### config.mk
export PLATFORM = sky130hd
export DESIGN_NAME = gof_mul
export DESIGN_NICKNAME = d
export VERILOG_FILES = /design/src/hdl/gof_pkg.sv /design/src/hdl/gof_mul.sv
export SDC_FILE = /design/constraint.sdc
export NUM_CORES = 2
export LEC_CHECK = 0
export ABC_AREA = 1
export BUFFER_PORTS_ARGS = -buffer_cell sky130_fd_sc_hd__buf_2
export CAP_MARGIN = 25
export CORE_MARGIN = 2
export CORE_UTILIZATION = 37
export CTS_CLUSTER_SIZE = 16
export DETAILED_ROUTE_END_ITERATION = 16
export PLACE_DENSITY = 0.6
export SETUP_SLACK_MARGIN = 0.05
export SLEW_MARGIN = 20
export SYNTH_ARGS = -nofsm -noshare
export SYNTH_HDL_FRONTEND = slang
export SYNTH_SLANG_ARGS = --single-unit
### constraint.sdc
create_clock -name clk_i -period 25.3 [get_ports clk_i]
set_input_delay 5.06 -clock clk_i [delete_from_list [all_inputs] [get_ports clk_i]]
set_output_delay 5.06 -clock clk_i [all_outputs]
set_load 0.03 [all_outputs]
### src/hdl/gof_pkg.sv
// Shared types, constants and helper functions of the glyph outline flattener.
package gof_pkg;

  // Datapath widths, step limits and reset values.
  localparam int unsigned MulW        = 33;
  localparam int unsigned SqRadW      = 64;
  localparam int unsigned SqRootW     = 32;
  localparam int unsigned MinSteps    = 2;
  localparam int unsigned MaxStepsDef = 24;
  localparam logic [31:0] InvCapReset = 32'd1497966;

  // Input operation codes.
  typedef enum logic [1:0] {
    OpContour = 2'd0,
    OpLine    = 2'd1,
    OpSpline  = 2'd2,
    OpAdvance = 2'd3
  } op_e;

  // Configuration register indexes.
  localparam logic CfgInvCap = 1'b0;
  localparam logic CfgLetter = 1'b1;

  // Saturate a widened sum to signed 32 bits.
  function automatic logic signed [31:0] sat32(input logic signed [33:0] v);
    if (v > 34'sd2147483647) begin
      return 32'sh7fffffff;
    end
    if (v < -34'sd2147483648) begin
      return 32'sh80000000;
    end
    return v[31:0];
  endfunction

  // Floor of the mean of two signed values.
  function automatic logic signed [31:0] half_floor(input logic signed [31:0] a,
                                                    input logic signed [31:0] b);
    logic signed [32:0] s;
    s = {a[31], a} + {b[31], b};
    return s[32:1];
  endfunction

  // Signed add of two 32-bit values with saturation.
  function automatic logic signed [31:0] sat_add(input logic signed [31:0] a,
                                                 input logic signed [31:0] b);
    return sat32({{2{a[31]}}, a} + {{2{b[31]}}, b});
  endfunction

endpackage

### src/hdl/gof_mul.sv
// Shared signed multiplier with a registered product.
module gof_mul
  import gof_pkg::*;
(
  input  logic                     clk_i,
  input  logic signed [MulW-1:0]   a_i,
  input  logic signed [MulW-1:0]   b_i,
  output logic signed [2*MulW-1:0] prod_o
);

  logic signed [2*MulW-1:0] prod_q;

  // One product per cycle, available the cycle after the operands.
  always_ff @(posedge clk_i) begin
    prod_q <= a_i * b_i;
  end

  assign prod_o = prod_q;

endmodule

==> run_results.csv <==
group,metric,value,unit
clock_network,cts_resized,0,
clock_network,postCtsSetupBuffers,0,
synth,synth_area_per_cell,7.79,sq um
min_path,hp-start,"a_i[0]",
final_layout,fillers,12000,
routing,ant_nets,0,
final_layout,nets,6875,
clock_network,clockBufferDepth,2,
place,numPortBuffers,132,
synth,yosys.area.top_type_share,53.1,%
timing,fmax,80.1,MHz
floorplan,core_area,116000,sq um
synth,syn_inst,5543,
place,hpwl,102,mm
setup_path,cp.required,25.55,ns
place,globalplace.congestion,0.918,
grt,antenna_found_initial,9,
timing,worst-slew-pin-transition,1.04,ns
synth,synth.area.top_cells,"fa_1 (53%), inv_1 (16%), nand2_1 (13%)",
timing,grt_setup_unrepaired,"no",
synth,synth_area,43200,sq um
clock_network,hold_buffers,0,
floorplan,row_count,125,
setup_path,cp-startpoint,"a_i[32]",
min_path,hold_class,"primary input to register",
final_layout,drive_gt1_share,4.22,%
synth,syn_nets,6972,
outcome,status,"finished clean",
grt,grt_first_pass_wirelength,199,mm
final_layout,seqCellArea,1320,sq um
routing,firstDrtPassIters,5,
clock_network,tritoncts,"done",
final_layout,syn2layout_area_growth,4.85,%
floorplan,ioPinCount,133,
clock_network,cts_sinks,66,
final_layout,largest_register_ffs,66,
routing,drt-vias-per-instance,4.64,
final_layout,layout_commonest_cell,"inv_1",
routing,drtIter0Drc,2030,
timing,setup_viol,0,
floorplan,dieArea,119000,sq um
setup_path,worstPathMaxFanout,33,
floorplan,dieWidth,346,um
setup_path,startpoint_type,"primary input",
final_layout,fin_util,39.1,%
clock_network,clk_pin_slew,0.06,ns
synth,synth_seq_area_share,3.06,%
final_layout,multi_input_area,33800,sq um
grt,grt_max_degree,35,
clock_network,cts_root_buf,"clkbuf_16",
routing,wl,121,mm
floorplan,die_h,346,um
clock_network,cts_buffers,9,
timing,maxSlewHeadroom,30.9,%
timing,timing.final.crit_share,49.3,%
synth,ys_ff_latch,66,
routing,drc,0,
clock_network,cts.htree.levels,3,
final_layout,layout_common_cells,"inv_1 (1894), nand2_1 (1517), fa_1 (1145)",
synth,yosys.area.top_type,"fa_1",
synth,synthDistinctLibCells,35,
grt,grt_pass1_vias,36300,
setup_path,cp-end-kind,"register",
setup_path,path_class,"primary input to register",
grt,overflow,0,
floorplan,initial_utilization,37.3,%
synth,ys_warn_count,0,
timing,maxSlewViolCount,0,
timing,finalHoldViolCount,0,
setup_path,worstPathArrival,12.73,ns
timing,fin_crit,12.48,ns
run,drv_cap,0,
timing,tns,0,ns
routing,vias,32300,
routing,wire_per_inst,17.3,um
grt,track_usage,21.2,%
==> layer usage <==
layer | up-vias | global-route usage (%) | share of wire (%) | routed length, um
met3 | 171 | 1.75 | 3.9 | 4710
met4 | 10 | 5.96 | 3.0 | 3670
met5 | - | 0 | 0.048 | 58
met2 | 736 | 39.0 | 52 | 62800
li1 | 14800 | - | - | -
met1 | 16600 | 26.4 | 41 | 49800
==> per-stage QoR <==
step	instance area, sq um	hold slack (ns)	setup slack, ns	cells
3_3_place_gp	44900	5.49	12.51	6958
4_1_cts	45300	5.46	12.81	6973
5_1_grt	45300	5.45	12.37	6976
6_report	45300	5.48	12.82	6976
2_1_floorplan	43200	5.32	13.48	5543
3_5_place_dp	44900	5.50	12.45	6959
==> cells in the mapped netlist <==
cell type	n
nor4_2	1
o21ai_2	1
o21ai_0	19
ha_1	217
and2_0	1
nand3_2	8
or2_1	1
nor2_4	3
fa_1	1145
nand3b_1	3
nor2_2	20
nor4_1	4
inv_1	1894
nor3_1	7
xor2_1	37
buf_1	1
a21oi_2	4
a21oi_1	61
o21a_1	1
nor2_1	131
inv_2	1
nand3_1	70
o21ai_1	3
dfxtp_1	66
xnor2_1	4
nand2_2	17
and2_1	2
nor3_2	1
nand4_1	19
o21bai_1	14
clkbuf_1	262
a21o_1	2
or2_2	5
nand2_1	1517
a21boi_0	1
==> critical path, cell delays in order <==
cell and delay, ns:
buf_2 0.58, nand2_1 0.19, inv_1 0.18, fa_1 0.49
fa_1 0.62, fa_1 0.68, fa_1 1.21, fa_1 0.58
fa_1 0.51, fa_1 0.50, inv_1 0.05, fa_1 0.47
inv_1 0.04, ha_1 0.44, nand2_1 0.15, nor2_1 0.24
nand2_1 0.15, nor4_1 0.28, nand2_1 0.11, nand3_1 0.10
nand2_1 0.05
==> cells by family (layout without fill, tap and decap cells) <==
group / after synthesis / count (layout) / synth area share (%)
compound gates: 106 / 106 / 1.38
xor+xnor: 41 / 41 / 0.832
fa+ha+maj: 1362 / 1362 / 59.4
buf+inv: 2158 / 2064 / 18.8
flops: 66 / 66 / 3.06
other cells: 0 / 3 / 0
simple gates: 1810 / 1810 / 16.6
==> worst paths after layout <==
check,slack [ns],endpoint,cells past startpoint
min,5.48,prod_o[0],4
max,12.82,prod_o[64],21
==> layout make-up <==
type,instances,share of cell area (%)
timing repair buffer,155,1.86
clock inverter,2,0.133
multi-input combinational,3319,74.6
tap,1524,4.21
clock buffer,12,0.589
inverter,1895,15.7
sequential,66,2.92
antenna,3,0.0166
Power is not shown: default switching activity piles up to over one toggle a cycle in this logic, so the estimate is an artifact.
