**src/hdl/gof_div.sv**
```systemverilog
// Iterative restoring divider, one quotient bit per cycle.
module gof_div #(
  parameter int unsigned DW = 42,
  parameter int unsigned VW = 10
) (
  input  logic          clk_i,
  input  logic          rst_ni,
  input  logic          start_i,
  input  logic [DW-1:0] dividend_i,
  input  logic [VW-1:0] divisor_i,
  output logic          done_o,
  output logic [DW-1:0] quot_o
);

  localparam int unsigned CntW = $clog2(DW + 1);

  logic [DW-1:0]   dvd_q;
  logic [VW-1:0]   dsr_q;
  logic [VW-1:0]   rem_q;
  logic [CntW-1:0] cnt_q;
  logic            busy_q;
  logic            done_q;

  logic [VW:0] rem_sh;
  logic        ge;

  // Shift in the next dividend bit and subtract where it fits.
  assign rem_sh = {rem_q, dvd_q[DW-1]};
  assign ge     = rem_sh >= {1'b0, dsr_q};

  always_ff @(posedge clk_i or negedge rst_ni) begin
    if (!rst_ni) begin
      busy_q <= 1'b0;
      done_q <= 1'b0;
      cnt_q  <= '0;
    end else begin
      done_q <= 1'b0;
      if (start_i) begin
        dvd_q  <= dividend_i;
        dsr_q  <= divisor_i;
        rem_q  <= '0;
        cnt_q  <= CntW'(DW);
        busy_q <= 1'b1;
      end else if (busy_q) begin
        rem_q  <= ge ? VW'(rem_sh - {1'b0, dsr_q}) : VW'(rem_sh);
        dvd_q  <= {dvd_q[DW-2:0], ge};
        cnt_q  <= cnt_q - 1'b1;
        if (cnt_q == CntW'(1)) begin
          busy_q <= 1'b0;
          done_q <= 1'b1;
        end
      end
    end
  end

  assign done_o = done_q;
  assign quot_o = dvd_q;

endmodule

```
**config.mk**
```make
export PLATFORM = sky130hd
export DESIGN_NAME = gof_div
export DESIGN_NICKNAME = d
export VERILOG_FILES = /design/src/hdl/gof_div.sv
export SDC_FILE = /design/constraint.sdc
export NUM_CORES = 1
export LEC_CHECK = 0
export BUFFER_PORTS_ARGS = -buffer_cell sky130_fd_sc_hd__buf_2
export CAP_MARGIN = 30
export CORE_MARGIN = 3
export CORE_UTILIZATION = 47
export CTS_BUF_LIST = sky130_fd_sc_hd__clkbuf_4 sky130_fd_sc_hd__clkbuf_8 sky130_fd_sc_hd__clkbuf_16
export CTS_CLUSTER_SIZE = 14
export DETAILED_ROUTE_END_ITERATION = 6
export HOLD_SLACK_MARGIN = 0.15
export PLACE_DENSITY = 0.76
export SYNTH_ARGS = -nofsm -noshare
export SYNTH_HDL_FRONTEND = slang
export SYNTH_SLANG_ARGS = --single-unit
export TNS_END_PERCENT = 5
```
**constraint.sdc**
```tcl
create_clock -name clk_i -period 3.18 [get_ports clk_i]
set_input_delay 0.636 -clock clk_i [delete_from_list [all_inputs] [get_ports clk_i]]
set_output_delay 0.636 -clock clk_i [all_outputs]
set_load 0.1 [all_outputs]
```
==> impl_metrics.json <==
{
  "synth-simple-area-share_pct": 7.99,
  "max-slew-margin-rel_pct": 51.2,
  "grt_first_pass_wirelength_um": 11800,
  "setup_viol": 0,
  "rows": 31,
  "cp.buffers_inverters": 0,
  "synth_top_cell_area_share_pct": 52.6,
  "drc": 0,
  "critPathMaxStageDelay_ns": 0.48,
  "viasPerCell": 5.14,
  "routedWlPerCell_um": 15.6,
  "worst_pin_slew_ns": 0.732,
  "clockPowerShare_pct": 29.4,
  "dp_slack_ns": 0.667,
  "switching_power_mw": 0.922,
  "cts_resized": 0,
  "nets": 421,
  "diodes": 0,
  "async_reset_ff_share_pct": 11.4,
  "grtUsageTotal_pct": 17.5,
  "power_frac_comb_pct": 27.8,
  "start_util_pct": 48.6,
  "hold_path_class": "input pin to async pin",
  "start_kind": "flip-flop",
  "yosys.area_share.adder_pct": 4.81,
  "die_width_um": 92.8,
  "ys_seq_area_share_pct": 58.2,
  "synth-edff-count": 62,
  "critPathSlowestCell": "nor3_4",
  "dp_hpwl_um": 5160,
  "path_delay_family": "simple AND/OR/NAND/NOR gates",
  "synth-xor-area-share_pct": 2.97,
  "muxShareOfSynthArea_pct": 14.5,
  "fin_skew_ns": 0.00878,
  "hold_violations": 0,
  "maxSlewViolCount": 0,
  "yosys_warnings": 0,
  "cts.clk_slew.worst_paths_ns": 0.07,
  "clock_path_buffers": 2,
  "finalCritPeriodShare_pct": 79.7,
  "cts_htree_levels": 3,
  "root_buffer": "clkbuf_8",
  "worstPathMaxFanout": 15,
  "synth.distinct_cells": 48,
  "core-area_um2": 7290,
  "run_status": "complete, no violations",
  "timing.final.crit_period_ns": 2.54,
  "ctsHoldBuffers": 0,
  "swShare_pct": 34.2,
  "numCtsBuffers": 9,
  "crit_required_ns": 3.27,
  "maxCapViolations": 0,
  "hold-worst-slack_ns": 0.234,
  "drt-pass1-iter-count": 4,
  "grt_max_degree": 43,
  "fmax_mhz": 394,
  "clock_sinks": 70,
  "pwr-share-seq_pct": 42.8,
  "grt_pass1_vias": 2509,
  "gp_routability_congestion": 0.837,
  "power_density_nw_per_um2": 624,
  "post_cts_buffers": 0,
  "total_power_mw": 2.70,
  "gr-total-overflow": 0,
  "synth_top_family_by_area": "multiplexers",
  "areaGrowthSynthToFinish_pct": 22.2,
  "fin_ws_ns": 0.644,
  "cts_tree": "done",
  "tns_ns": 0,
  "drt_iter0_markers": 142,
  "yosysTopAreaCell": "edfxtp_1",
  "port_buffers": 97,
  "antenna_found_initial": 0,
  "synth.avg_cell_area_um2": 13.9,
  "synth.area.top_cells": "edfxtp_1 53%, mux2_2 13%, dfrtp_1 5.7%",
  "synth-seq-cells": 70,
  "num_vias": 2347,
  "cellInternalPower_mw": 1.78,
  "design_area_um2": 4330,
  "syn_nets": 322,
  "arrival_ns": 2.63,
  "synthFlopType": "edfxtp_1",
  "ios": 98,
  "path_cells": "ha_1, nand3_1, nor4_1, or2_4, nor3_4, nor2_1, a211o_1",
  "place_area_um2": 4110,
  "synth_area_um2": 3540,
  "crit_type": "flip-flop to flip-flop",
  "rsz0062_at_grt": "false",
  "ir_worst_vdd_uv": 391,
  "dieHeight_um": 92.8,
  "clk_latency_ns": 0.34,
  "cp-end-kind": "flip-flop",
  "wl_um": 7120,
  "fp.dieArea_um2": 8610,
  "synthCells": 254,
  "detail-route-antenna-nets": 0,
  "power_leakage_nw": 1.82,
  "synth-compound-area-share_pct": 7.74,
  "drive_above_1_share_pct": 46.1
}
==> cell families after synthesis <==
family | count (synthesis)
AOI/OAI and AO/OA | 34
adders and majority gates | 13
xor gates and xnor gates | 12
DFF | 70
muxes | 46
buffers and inverters | 26
and+or+nand+nor | 53
==> metal layers <==
layer / GRT usage, % / routed length, um
met2: 26.5 / 3300
met1: 22.4 / 3120
met4: 6.72 / 133
met5: 0 / 0
met3: 7.07 / 573
==> cells in the final DEF, fill, tap and decap left out, types with 6 or more instances in the layout <==
cell,instances
inv_1,15
clkbuf_8,9
buf_2,97
mux2_2,41
ha_1,12
nand2_1,9
xor2_1,6
a211oi_1,6
nor2_1,20
edfxtp_1,62
dfrtp_1,8
xnor2_1,6
==> Yosys cell counts, drive strengths merged, types with 3 or more instances <==
master,number
edfxtp,62
nor2,20
a21oi,4
nand2b,3
dfrtp,8
ha,12
a211oi,6
o21ai,4
a21o,5
mux2,41
buf,4
xnor2,6
xor2,6
clkbuf,7
nand2,9
nor3,4
inv,15
mux2i,5
==> through the flow <==
step	std cells	utilization [%]
2_1_floorplan	254	-
3_3_place_gp	441	56.3
3_5_place_dp	441	56.3
4_1_cts	457	59.4
5_1_grt	457	59.4
6_report	457	59.4
==> path summary, 6_finish.rpt <==
kind	from	to	slack [ns]	cells past startpoint
worst max-delay path	rem_q[6]$_SDFFCE_PP0P_	rem_q[2]$_SDFFCE_PP0P_	0.64	7
worst min-delay path	rst_ni	done_o$_DFF_PN0_	0.23	1
worst max register to register	rem_q[6]$_SDFFCE_PP0P_	rem_q[2]$_SDFFCE_PP0P_	0.64	7
worst min register to register	cnt_q[5]$_DFFE_PN0N_	cnt_q[5]$_DFFE_PN0N_	0.54	2
max in group asynchronous	rst_ni	cnt_q[3]$_DFFE_PN0N_	2.63	1
min in group clk_i	divisor_i[4]	dsr_q[4]$_DFFE_PP_	0.47	1
==> worst reg2reg max path, stage by stage, from the launching register on <==
cell and delay, ns:
edfxtp_1 0.46, ha_1 0.39, nand3_1 0.21, nor4_1 0.09, or2_4 0.26, nor3_4 0.48, nor2_1 0.11, a211o_1 0.28
==> flip-flops by register name, indices dropped and copies added (netlist names) <==
register	count
busy_q	1
cnt_q	6
done_o	1
dsr_q	10
quot_o	42
rem_q	10
==> power groups by stage <==
stage               clock [mW]  combinational [mW]  sequential [mW]
floorplan                    0               0.329             1.45
finish                   0.794               0.750             1.16
global route             0.852               0.805             1.17
CTS                      0.811               0.754             1.15
detailed placement           0               0.751             1.17
global placement             0               0.734             1.17
==> final cells by class <==
cell class,count,area (um2)
clock inverters,7,97.6
inverters,15,56.3
multi-input cells,158,1350
fillers,619,2960
well taps,99,124
repair buffers,99,513
clock buffers,9,124
flip-flops and latches,70,2060
(Power assumes the default switching activity.)
