`config.mk`:
```
export PLATFORM = sky130hd
export DESIGN_NAME = gof_sqrt
export DESIGN_NICKNAME = d
export VERILOG_FILES = /design/src/hdl/gof_pkg.sv /design/src/hdl/gof_sqrt.sv
export SDC_FILE = /design/constraint.sdc
export NUM_CORES = 1
export LEC_CHECK = 0
export CORE_ASPECT_RATIO = 0.7
export CORE_UTILIZATION = 30
export DETAILED_ROUTE_END_ITERATION = 10
export DONT_BUFFER_PORTS = 1
export PLACE_DENSITY = 0.45
export SLEW_MARGIN = 20
export SYNTH_ARGS = -nofsm -noshare
export SYNTH_HDL_FRONTEND = slang
export SYNTH_SLANG_ARGS = --single-unit
```
`constraint.sdc`:
```
create_clock -name clk_i -period 4.6 [get_ports clk_i]
set_input_delay 0.46 -clock clk_i [delete_from_list [all_inputs] [get_ports clk_i]]
set_output_delay 0.46 -clock clk_i [all_outputs]
set_load 0.01 [all_outputs]
```
`src/hdl/gof_pkg.sv`:
```
// Shared types, constants and helper functions of the glyph outline flattener.
package gof_pkg;

  // Datapath widths, step limits and reset values.
  localparam int unsigned MulW        = 33;
  localparam int unsigned SqRadW      = 64;
  localparam int unsigned SqRootW     = 32;
  localparam int unsigned MinSteps    = 2;
  localparam int unsigned MaxStepsDef = 24;
  localparam logic [31:0] InvCapReset = 32'd1497966;

  // Input operation codes.
  typedef enum logic [1:0] {
    OpContour = 2'd0,
    OpLine    = 2'd1,
    OpSpline  = 2'd2,
    OpAdvance = 2'd3
  } op_e;

  // Configuration register indexes.
  localparam logic CfgInvCap = 1'b0;
  localparam logic CfgLetter = 1'b1;

  // Saturate a widened sum to signed 32 bits.
  function automatic logic signed [31:0] sat32(input logic signed [33:0] v);
    if (v > 34'sd2147483647) begin
      return 32'sh7fffffff;
    end
    if (v < -34'sd2147483648) begin
      return 32'sh80000000;
    end
    return v[31:0];
  endfunction

  // Floor of the mean of two signed values.
  function automatic logic signed [31:0] half_floor(input logic signed [31:0] a,
                                                    input logic signed [31:0] b);
    logic signed [32:0] s;
    s = {a[31], a} + {b[31], b};
    return s[32:1];
  endfunction

  // Signed add of two 32-bit values with saturation.
  function automatic logic signed [31:0] sat_add(input logic signed [31:0] a,
                                                 input logic signed [31:0] b);
    return sat32({{2{a[31]}}, a} + {{2{b[31]}}, b});
  endfunction

endpackage

```
`src/hdl/gof_sqrt.sv`:
```
// Iterative integer square root, two radicand bits per cycle.
module gof_sqrt
  import gof_pkg::*;
(
  input  logic               clk_i,
  input  logic               rst_ni,
  input  logic               start_i,
  input  logic [SqRadW-1:0]  rad_i,
  output logic               done_o,
  output logic [SqRootW-1:0] root_o
);

  localparam int unsigned CntW = $clog2(SqRootW + 1);

  logic [SqRadW-1:0]  x_q;
  logic [SqRootW+1:0] rem_q;
  logic [SqRootW-1:0] root_q;
  logic [CntW-1:0]    cnt_q;
  logic               busy_q;
  logic               done_q;

  logic [SqRootW+3:0] rem_sh;
  logic [SqRootW+3:0] trial;
  logic               ge;

  // Bring down two bits and try the next root bit.
  assign rem_sh = {rem_q, x_q[SqRadW-1 -: 2]};
  assign trial  = {2'b00, root_q, 2'b01};
  assign ge     = rem_sh >= trial;

  always_ff @(posedge clk_i or negedge rst_ni) begin
    if (!rst_ni) begin
      busy_q <= 1'b0;
      done_q <= 1'b0;
      cnt_q  <= '0;
    end else begin
      done_q <= 1'b0;
      if (start_i) begin
        x_q    <= rad_i;
        rem_q  <= '0;
        root_q <= '0;
        cnt_q  <= CntW'(SqRootW);
        busy_q <= 1'b1;
      end else if (busy_q) begin
        rem_q  <= ge ? (SqRootW + 2)'(rem_sh - trial) : (SqRootW + 2)'(rem_sh);
        root_q <= {root_q[SqRootW-2:0], ge};
        x_q    <= {x_q[SqRadW-3:0], 2'b00};
        cnt_q  <= cnt_q - 1'b1;
        if (cnt_q == CntW'(1)) begin
          busy_q <= 1'b0;
          done_q <= 1'b1;
        end
      end
    end
  end

  assign done_o = done_q;
  assign root_o = root_q;

endmodule

```
==> flow_metrics.tcl, run 1 <==
set metrics [dict create \
    final_common_cell "edfxtp_1" \
    rsz0062_at_grt "false" \
    antenna_found_initial 8 \
    max_freq_mhz 284 \
    critPathMaxFanout 36 \
    grt_pass1_vias 5761 \
    rows 51 \
    place.gp.congestion 0.868 \
    synth_top_family_by_area "simple AND/OR/NAND/NOR gates" \
    fp.dieW_um 203 \
    netlist_area_mm2 0.00849 \
    reg2reg_from "root_o[10]" \
    synth_top_area_share_pct 46.0 \
    crit_path_end_kind "flip-flop" \
    setup_ws_ps 1080 \
    dp_hpwl_mm 14.3 \
    synth_edf_count 130 \
    grt_overflow 0 \
    setup.worst_path.start "root_o[10]" \
    track_usage_pct 15.3 \
    syn_avg_cell_area_um2 10.6 \
    cts_resized 0 \
    vias_per_cell 5.14 \
    finClkSkew_ps 13.8 \
    crit_path_start_kind "flip-flop" \
    post-place-ws_ps 1090 \
    dr.pass1.iters 5 \
    cts_tree "yes" \
    synthTopCellsByArea "edfxtp_1 (46%), mux2_2 (8.2%), ha_1 (5.3%)" \
    synth_nets 901 \
    reg2reg_slack_ps 1080 \
    wl_mm 21.4 \
    r2r-end "rem_q[33]" \
    start_util_pct 30.5 \
    synth_ff_type "edfxtp_1" \
    synth-adder-area-share_pct 5.30 \
    tns_ps 0 \
    drv_cap 0 \
    rr_worst_depth 10 \
    io_pins 100 \
    port_buffers 0 \
    core-area_mm2 0.0278 \
    clock-root-buffer "clkbuf_16" \
    synth_compound_area_share_pct 12.9 \
    mostFrequentLayoutCells "edfxtp_1 (130), nor2_1 (89), nand2_1 (79)" \
    drc 0 \
    status "finished clean" \
    synth-simple-area-share_pct 12.9 \
    vdd_ir_drop_max_uv 335 \
    vias 5962 \
    ys.warnings.count 0 \
    cellPowerDensity_mw_per_mm2 628 \
    cts_buffers 17 \
    drive_gt1_share_pct 14.7 \
    clock_path_buffers 2 \
    die_h_um 143 \
    period_needed_ps 3520 \
    routedWlPerCell_um 18.5 \
    cp-endpoint "rem_q[33]" \
    ys_ff_latch 138 \
    seq_area_frac_synth_pct 48.3 \
    crit_arrival_ps 3720 \
    tightest_slew_ps 928 \
    hold_viol_final 0 \
    grt_pass1_wl_mm 33.8 \
    clock_latency_ps 450 \
    critPathRequiredTime_ps 4800 \
    setup_viol 0 \
    path_clk_slew_ps 70 \
    slew_viol_final 0 \
    power_leakage_nw 3.66 \
    syn_inst 798 \
    final_nets 874 \
    maxSlewHeadroom_pct 38.0 \
    htree_num_levels 4 \
    muxShareOfSynthArea_pct 12.3 \
    ant_nets 0 \
    synthXorXnorAreaFrac_pct 3.20 \
    die_area_mm2 0.0290 \
    drtIter0Drc 426 \
    postCtsSetupBuffers 0 \
    ys_types 62 \
    grt_max_degree 133 \
    timing.final.crit_share_pct 76.6 \
    syn2layout_area_growth_pct 9.81 \
    criticalPathCategory "flip-flop to flip-flop" \
    synth_top_area_cell "edfxtp_1" \
    clock-sinks 138 \
    hp-class "input port to flip-flop" \
    async_flop_share_pct 5.80 \
]
synth_stat cells, drive strengths merged (5+ instances only):
master,instances
nand2,80
a311oi,26
xor2,11
nand4,11
o21ai,27
nand3,12
a21o,12
nand2b,6
mux2i,35
a31oi,6
buf,19
ha,36
inv,49
and2,5
nor3,11
nor2,89
clkbuf,32
a32oi,6
mux2,62
edfxtp,130
o211ai,12
nor2b,7
xnor2,20
a211oi,10
a21oi,35
dfrtp,8
registers in the layout, indices dropped and copies added (netlist names):
register  cells
rem_q        34
root_o       32
cnt_q         6
busy_q        1
x_q          64
done_o        1
how the worst min path moves through the flow:
stage / startpoint / end / slack, ps / depth (start not counted)
5_1_grt: start_i / cnt_q[4] / 80 / 1
2_1_floorplan: rst_ni / busy_q / 160 / 0
6_report: rst_ni / rem_q[19] / 150 / 0
3_5_place_dp: rst_ni / done_o / 180 / 0
3_3_place_gp: rst_ni / cnt_q[5] / 180 / 0
4_1_cts: start_i / cnt_q[4] / 60 / 1
per-stage QoR:
step	utilization [%]	std cells	cell area (um2)	hold slack (ps)	total power, W
2_1_floorplan	-	798	8490	164	0.00404
3_3_place_gp	31.5	1122	8750	178	0.00457
3_5_place_dp	31.5	1122	8750	176	0.00454
4_1_cts	33.5	1155	9320	57.3	0.00592
5_1_grt	33.5	1156	9320	84.1	0.00629
6_report	33.5	1159	9330	147	0.00586
worst max-delay path: stages (launching register included):
cell	delay, ps
edfxtp_1	480
inv_1	110
ha_1	460
nand4_1	270
nor4_1	390
a2111oi_0	160
nor2_1	170
a31o_2	170
nand2_4	260
or4_1	620
and3_1	170
timing repair:
| item | in CTS | in global routing |
|---|---|---|
| endpoints found under the hold margin | 8 | 0 |
| hold buffers | 1 | 0 |
| setup endpoints to repair | 0 | 0 |
routing by layer:
layer	global-route usage (%)	vias to the layer above	wire length, um
li1	-	2883	-
met1	23.1	2919	11400
met2	19.6	135	8350
met3	5.66	21	1400
met4	4.31	4	213
met5	0	-	23
power by group:
part           internal [W]  total (W)  leakage, nW  switching (W)
combinational       0.00104    0.00257         2.00        0.00152
sequential          0.00172    0.00195         1.40       0.000236
clock              0.000708    0.00134        0.264       0.000628
total               0.00347    0.00586         3.66        0.00239
kinds of logic after synthesis:
group | Yosys count
AOI/OAI and AO/OA | 155
muxes | 97
and+or+nand+nor | 241
xor gates and xnor gates | 31
buffers and inverters | 100
adders and majority gates | 36
DFF | 138
cell type report:
| cell class | count | area (um2) |
|---|---|---|
| Antenna cell | 4 | 10.0 |
| Clock buffer | 17 | 425 |
| Clock inverter | 15 | 128 |
| Fill cell | 2864 | 18500 |
| Inverter | 49 | 184 |
| Multi-Input combinational cell | 560 | 3970 |
| Sequential cell | 138 | 4110 |
| Tap cell | 371 | 464 |
| Timing Repair Buffer | 5 | 40.0 |
No activity file was read; power rests on OpenSTA's default activity.
==> inputs of run 2 (changes only) <==
--- a/config.mk
+++ b/config.mk
@@ -9,7 +9,7 @@
 export CORE_UTILIZATION = 30
 export DETAILED_ROUTE_END_ITERATION = 10
 export DONT_BUFFER_PORTS = 1
-export PLACE_DENSITY = 0.45
+export PLACE_DENSITY = 0.44
 export SLEW_MARGIN = 20
 export SYNTH_ARGS = -nofsm -noshare
 export SYNTH_HDL_FRONTEND = slang
==> constraint.sdc (replaced) <==
create_clock -name clk_i -period 3.7 [get_ports clk_i]
set_input_delay 0.37 -clock clk_i [delete_from_list [all_inputs] [get_ports clk_i]]
set_output_delay 0.37 -clock clk_i [all_outputs]
set_load 0.01 [all_outputs]
==> flow_metrics.tcl, run 2 (same netlist as run 1, synthesis figures left out) <==
set metrics [dict create \
    drt-met1-wl_mm 11.8 \
    status "finished clean" \
    period_needed_ps 3380 \
    hold_depth 0 \
    track_usage_pct 15.4 \
    grt_pass1_wl_mm 34.4 \
    max_freq_mhz 296 \
    die_area_mm2 0.0290 \
    cts_resized 0 \
    clock_latency_ps 440 \
    maxSlewHeadroom_pct 45.6 \
    place.gp.congestion 0.798 \
    clock_path_buffers 2 \
    drc 0 \
    cts_tree "yes" \
    largest_reg_flops 64 \
    grt_max_degree 130 \
    drive_gt1_share_pct 19.2 \
    syn2layout_area_growth_pct 14.4 \
    cts_buffers 17 \
    final_common_cell "edfxtp_1" \
    wl_met3_mm 1.15 \
    worstSetupPathDepth 11 \
    mostFrequentLayoutCells "edfxtp_1 (130), nor2_1 (89), nand2_1 (79)" \
    drtIter0Drc 412 \
    dp_hpwl_mm 14.8 \
    antenna_found_initial 5 \
    critPathRequiredTime_ps 3950 \
    vias_per_cell 5.05 \
    rsz0062_at_grt "false" \
    rr_worst_depth 11 \
    grt_overflow 0 \
    routedWlPerCell_um 18.2 \
    crit_path_start_kind "flip-flop" \
    io_pins 100 \
    grt_pass1_vias 5916 \
    cp_slowest_stage_delay_ps 540 \
    start_util_pct 30.5 \
    clock-sinks 138 \
    slew_viol_final 0 \
    dpl_cell_area_mm2 0.00908 \
    fin_area_mm2 0.00971 \
    highest_layer "met5" \
    drv_cap 0 \
    setup.worst_path.start "root_o[5]" \
    postCtsSetupBuffers 0 \
    htree_num_levels 4 \
    crit_slowest_cell "or4b_4" \
    dr.pass1.iters 4 \
    vdd_ir_drop_max_uv 402 \
    timing.final.crit_share_pct 91.2 \
    criticalPathCategory "flip-flop to flip-flop" \
    rows 51 \
    clock-root-buffer "clkbuf_16" \
    ant_nets 0 \
    finClkSkew_ps 16.8 \
    power_leakage_nw 3.90 \
    critPathMaxFanout 20 \
    crit_buf_inv 2 \
    tightest_slew_ps 817 \
    critPathTopFamily "simple AND/OR/NAND/NOR gates" \
    core-area_mm2 0.0278 \
    fp.dieW_um 203 \
    crit_arrival_ps 3630 \
    setup_viol 0 \
    die_h_um 143 \
    cellPowerDensity_mw_per_mm2 786 \
    wl_met2_mm 8.72 \
    reg2reg_slack_ps 320 \
    path_clk_slew_ps 70 \
    port_buffers 0 \
    hold_viol_final 0 \
    crit_path_end_kind "flip-flop" \
    min-delay-start "rst_ni" \
    vias 6068 \
    crit_chain "inv_1 > ha_1 > a21o_1 > or3_4 > o211ai_2 > a21oi_2 > or4b_4 > nand2_4 > buf_12 > nand2_1 > a311oi_1" \
    regMostFlops "x_q" \
    reg2reg_from "root_o[5]" \
    final_nets 918 \
    hp-class "input port to flip-flop" \
    wl_mm 21.9 \
    tns_ps 0 \
]
[run 2: cell count changes in the layout (fill, tap and decap cells not counted), sizes merged]
cell,change
dlygate4sd3,+2
clkinv,-1
buf,+42
clkinvlp,-1
diode,-1
bufinv,+1
inv,+1
[run 2: stage by stage]
stage	std cells	total power [W]	setup WS, ps	hold slack, ps	utilization [%]
finish	1202	0.00763	324	69.9	34.9
global route	1200	0.00816	160	43.2	34.9
CTS	1199	0.00768	309	44.0	34.9
detailed placement	1164	0.00585	333	87.7	32.6
global placement	1164	0.00591	424	88.2	32.6
floorplan	798	0.00502	591	74.4	-
[run 2: cell type report]
| type | count | area, um2 |
|---|---|---|
| fillers | 2858 | 18100 |
| flip-flops and latches | 138 | 4110 |
| multi-input cells | 560 | 3970 |
| well taps | 371 | 464 |
| clock buffers | 17 | 425 |
| repair buffers | 49 | 388 |
| inverters | 49 | 184 |
| clock inverters | 15 | 170 |
| diodes | 3 | 7.51 |
[run 2: report_power, final]
part	total (W)	switching, W	leakage [nW]	internal, W
sequential	0.00239	0.000257	1.40	0.00213
combinational	0.00347	0.00200	2.22	0.00147
clock	0.00177	0.000806	0.288	0.000965
[run 2: worst paths after layout]
path,endpoint
worst max-delay path,rem_q[19]
worst min register to register,x_q[9]
worst min-delay path,rem_q[16]
max in group asynchronous,busy_q
worst max register to register,rem_q[19]
min in group asynchronous,cnt_q[4]
[run 2: repair_timing]
action                                 in CTS  in global routing
setup endpoints to repair                   0                  0
endpoints found under the hold margin      12                  0
hold buffers                                3                  0
[run 2: worst register-to-register path: stages (launching register included)]
cell	delay, ps
edfxtp_1	450
inv_1	90
ha_1	410
a21o_1	250
or3_4	340
o211ai_2	220
a21oi_2	100
or4b_4	540
nand2_4	270
buf_12	190
nand2_1	70
a311oi_1	260
[run 2: metal layers]
metal / vias up / global-route usage, %
met5: - / 0
met4: 2 / 3.92
met3: 14 / 4.47
met2: 118 / 20.8
met1: 2957 / 23.4
li1: 2977 / -
==> inputs of run 3 (changes only) <==
--- a/config.mk
+++ b/config.mk
@@ -10,6 +10,7 @@
 export DETAILED_ROUTE_END_ITERATION = 10
 export DONT_BUFFER_PORTS = 1
 export PLACE_DENSITY = 0.44
+export RECOVER_POWER = 25
 export SLEW_MARGIN = 20
 export SYNTH_ARGS = -nofsm -noshare
 export SYNTH_HDL_FRONTEND = slang
==> flow_metrics.tcl, run 3 (same netlist as run 1, synthesis figures left out) <==
set metrics [dict create \
    status "finished clean" \
    final_common_cell "edfxtp_1" \
    die_area_mm2 0.0290 \
    drv_cap 0 \
    crit_slowest_cell "or4b_4" \
    rr_worst_depth 11 \
    hp-class "input port to flip-flop" \
    period_needed_ps 3380 \
    track_usage_pct 15.4 \
    clock_latency_ps 440 \
    r2r-end "rem_q[19]" \
    min_to "rem_q[16]" \
    use_met2_pct 20.8 \
    antenna_found_initial 5 \
    reg2reg_slack_ps 320 \
    vdd_ir_drop_max_uv 402 \
    critPathRequiredTime_ps 3950 \
    maxSlewHeadroom_pct 45.6 \
    crit_path_end_kind "flip-flop" \
    setup_ws_ps 324 \
    place.gp.congestion 0.798 \
    crit_chain "inv_1 > ha_1 > a21o_1 > or3_4 > o211ai_2 > a21oi_2 > or4b_4 > nand2_4 > buf_12 > nand2_1 > a311oi_1" \
    core-area_mm2 0.0278 \
    grt_max_degree 130 \
    tightest_slew_ps 817 \
    fp.dieW_um 203 \
    max_freq_mhz 296 \
    crit_buf_inv 2 \
    final_core_util_pct 34.9 \
    grt_pass1_vias 5916 \
    htree_num_levels 4 \
    port_buffers 0 \
    totalPowerFinal_w 0.00763 \
    clock_path_buffers 2 \
    dr.pass1.iters 4 \
    vias_per_cell 5.05 \
    postCtsSetupBuffers 0 \
    start_util_pct 30.5 \
    wl_mm 21.9 \
    finClkSkew_ps 16.8 \
    drc 0 \
    regMostFlops "x_q" \
    dp_hpwl_mm 14.8 \
    post-place-ws_ps 333 \
    cts_buffers 17 \
    clock-sinks 138 \
    vias 6068 \
    crit_arrival_ps 3630 \
    grt-busiest-layer "met1" \
    tns_ps 0 \
    grt_overflow 0 \
    hold_viol_final 0 \
    min-delay-start "rst_ni" \
    cellPowerDensity_mw_per_mm2 786 \
    mostFrequentLayoutCells "edfxtp_1 (130), nor2_1 (89), nand2_1 (79)" \
    ant_nets 0 \
    critPathMaxFanout 20 \
    io_pins 100 \
    largest_reg_flops 64 \
    syn2layout_area_growth_pct 14.4 \
    rows 51 \
    drive_gt1_share_pct 19.2 \
    grt_util_met1_pct 23.4 \
    cts_tree "yes" \
    routedWlPerCell_um 18.2 \
    final_nets 918 \
    reg2reg_from "root_o[5]" \
    hold_depth 0 \
    die_h_um 143 \
    slew_viol_final 0 \
    ctsHoldBuffers 3 \
    gr-usage-met3_pct 4.47 \
    crit_path_start_kind "flip-flop" \
    drtIter0Drc 412 \
    grt_pass1_wl_mm 34.4 \
    setup_viol 0 \
    criticalPathCategory "flip-flop to flip-flop" \
    cts_resized 0 \
    cp_slowest_stage_delay_ps 540 \
    rsz0062_at_grt "false" \
    power_leakage_nw 3.90 \
    setup.worst_path.start "root_o[5]" \
    critPathTopFamily "simple AND/OR/NAND/NOR gates" \
    path_clk_slew_ps 70 \
    timing.final.crit_share_pct 91.2 \
    clock-root-buffer "clkbuf_16" \
]
## run 3: changes by cell type in the layout (fill, tap and decap cells not counted)
cell,previous run,this run
and2_0,0,1
and2_1,4,3
## run 3: worst reg2reg max path, cell delays in order (launching register included)
cell and delay, ps:
edfxtp_1 450, inv_1 90, ha_1 410, a21o_1 250, or3_4 340, o211ai_2 220, a21oi_2 100, or4b_4 540
nand2_4 270, buf_12 190, nand2_1 70, a311oi_1 260
## run 3: area by class of cell
type	count	area [um2]
Clock buffer	17	425
Multi-Input combinational cell	560	3970
Tap cell	371	464
Clock inverter	15	170
Inverter	49	184
Fill cell	2858	18100
Timing Repair Buffer	49	388
Sequential cell	138	4110
Antenna cell	3	7.51
## run 3: how the worst max path moves through the flow
stage,endpoint,slack [ps],cells past startpoint
final,rem_q[19],320,11
after global routing,rem_q[24],160,11
after CTS,rem_q[24],310,11
after detailed placement,rem_q[21],330,11
after global placement,rem_q[18],420,11
after floorplan,x_q[0],590,4
## run 3: report_power, final
| part | leakage, nW | switching (W) | internal (W) |
|---|---|---|---|
| Clock | 0.288 | 0.000806 | 0.000965 |
| Combinational | 2.22 | 0.00200 | 0.00147 |
| Sequential | 1.40 | 0.000257 | 0.00213 |
| Total | 3.90 | 0.00306 | 0.00457 |
## run 3: stage by stage
stage	std cells	cell area, um2	hold WS (ps)
after floorplan	798	8500	74.4
after global placement	1164	9080	88.2
after detailed placement	1164	9080	87.7
after CTS	1199	9710	44.0
after global routing	1200	9710	43.2
final	1202	9710	69.9
## run 3: per-layer routing
layer  wire [um]  part of all wire (%)
met5          17                 0.078
met4         183                  0.84
met3        1150                   5.3
met2        8720                    40
met1       11800                    54
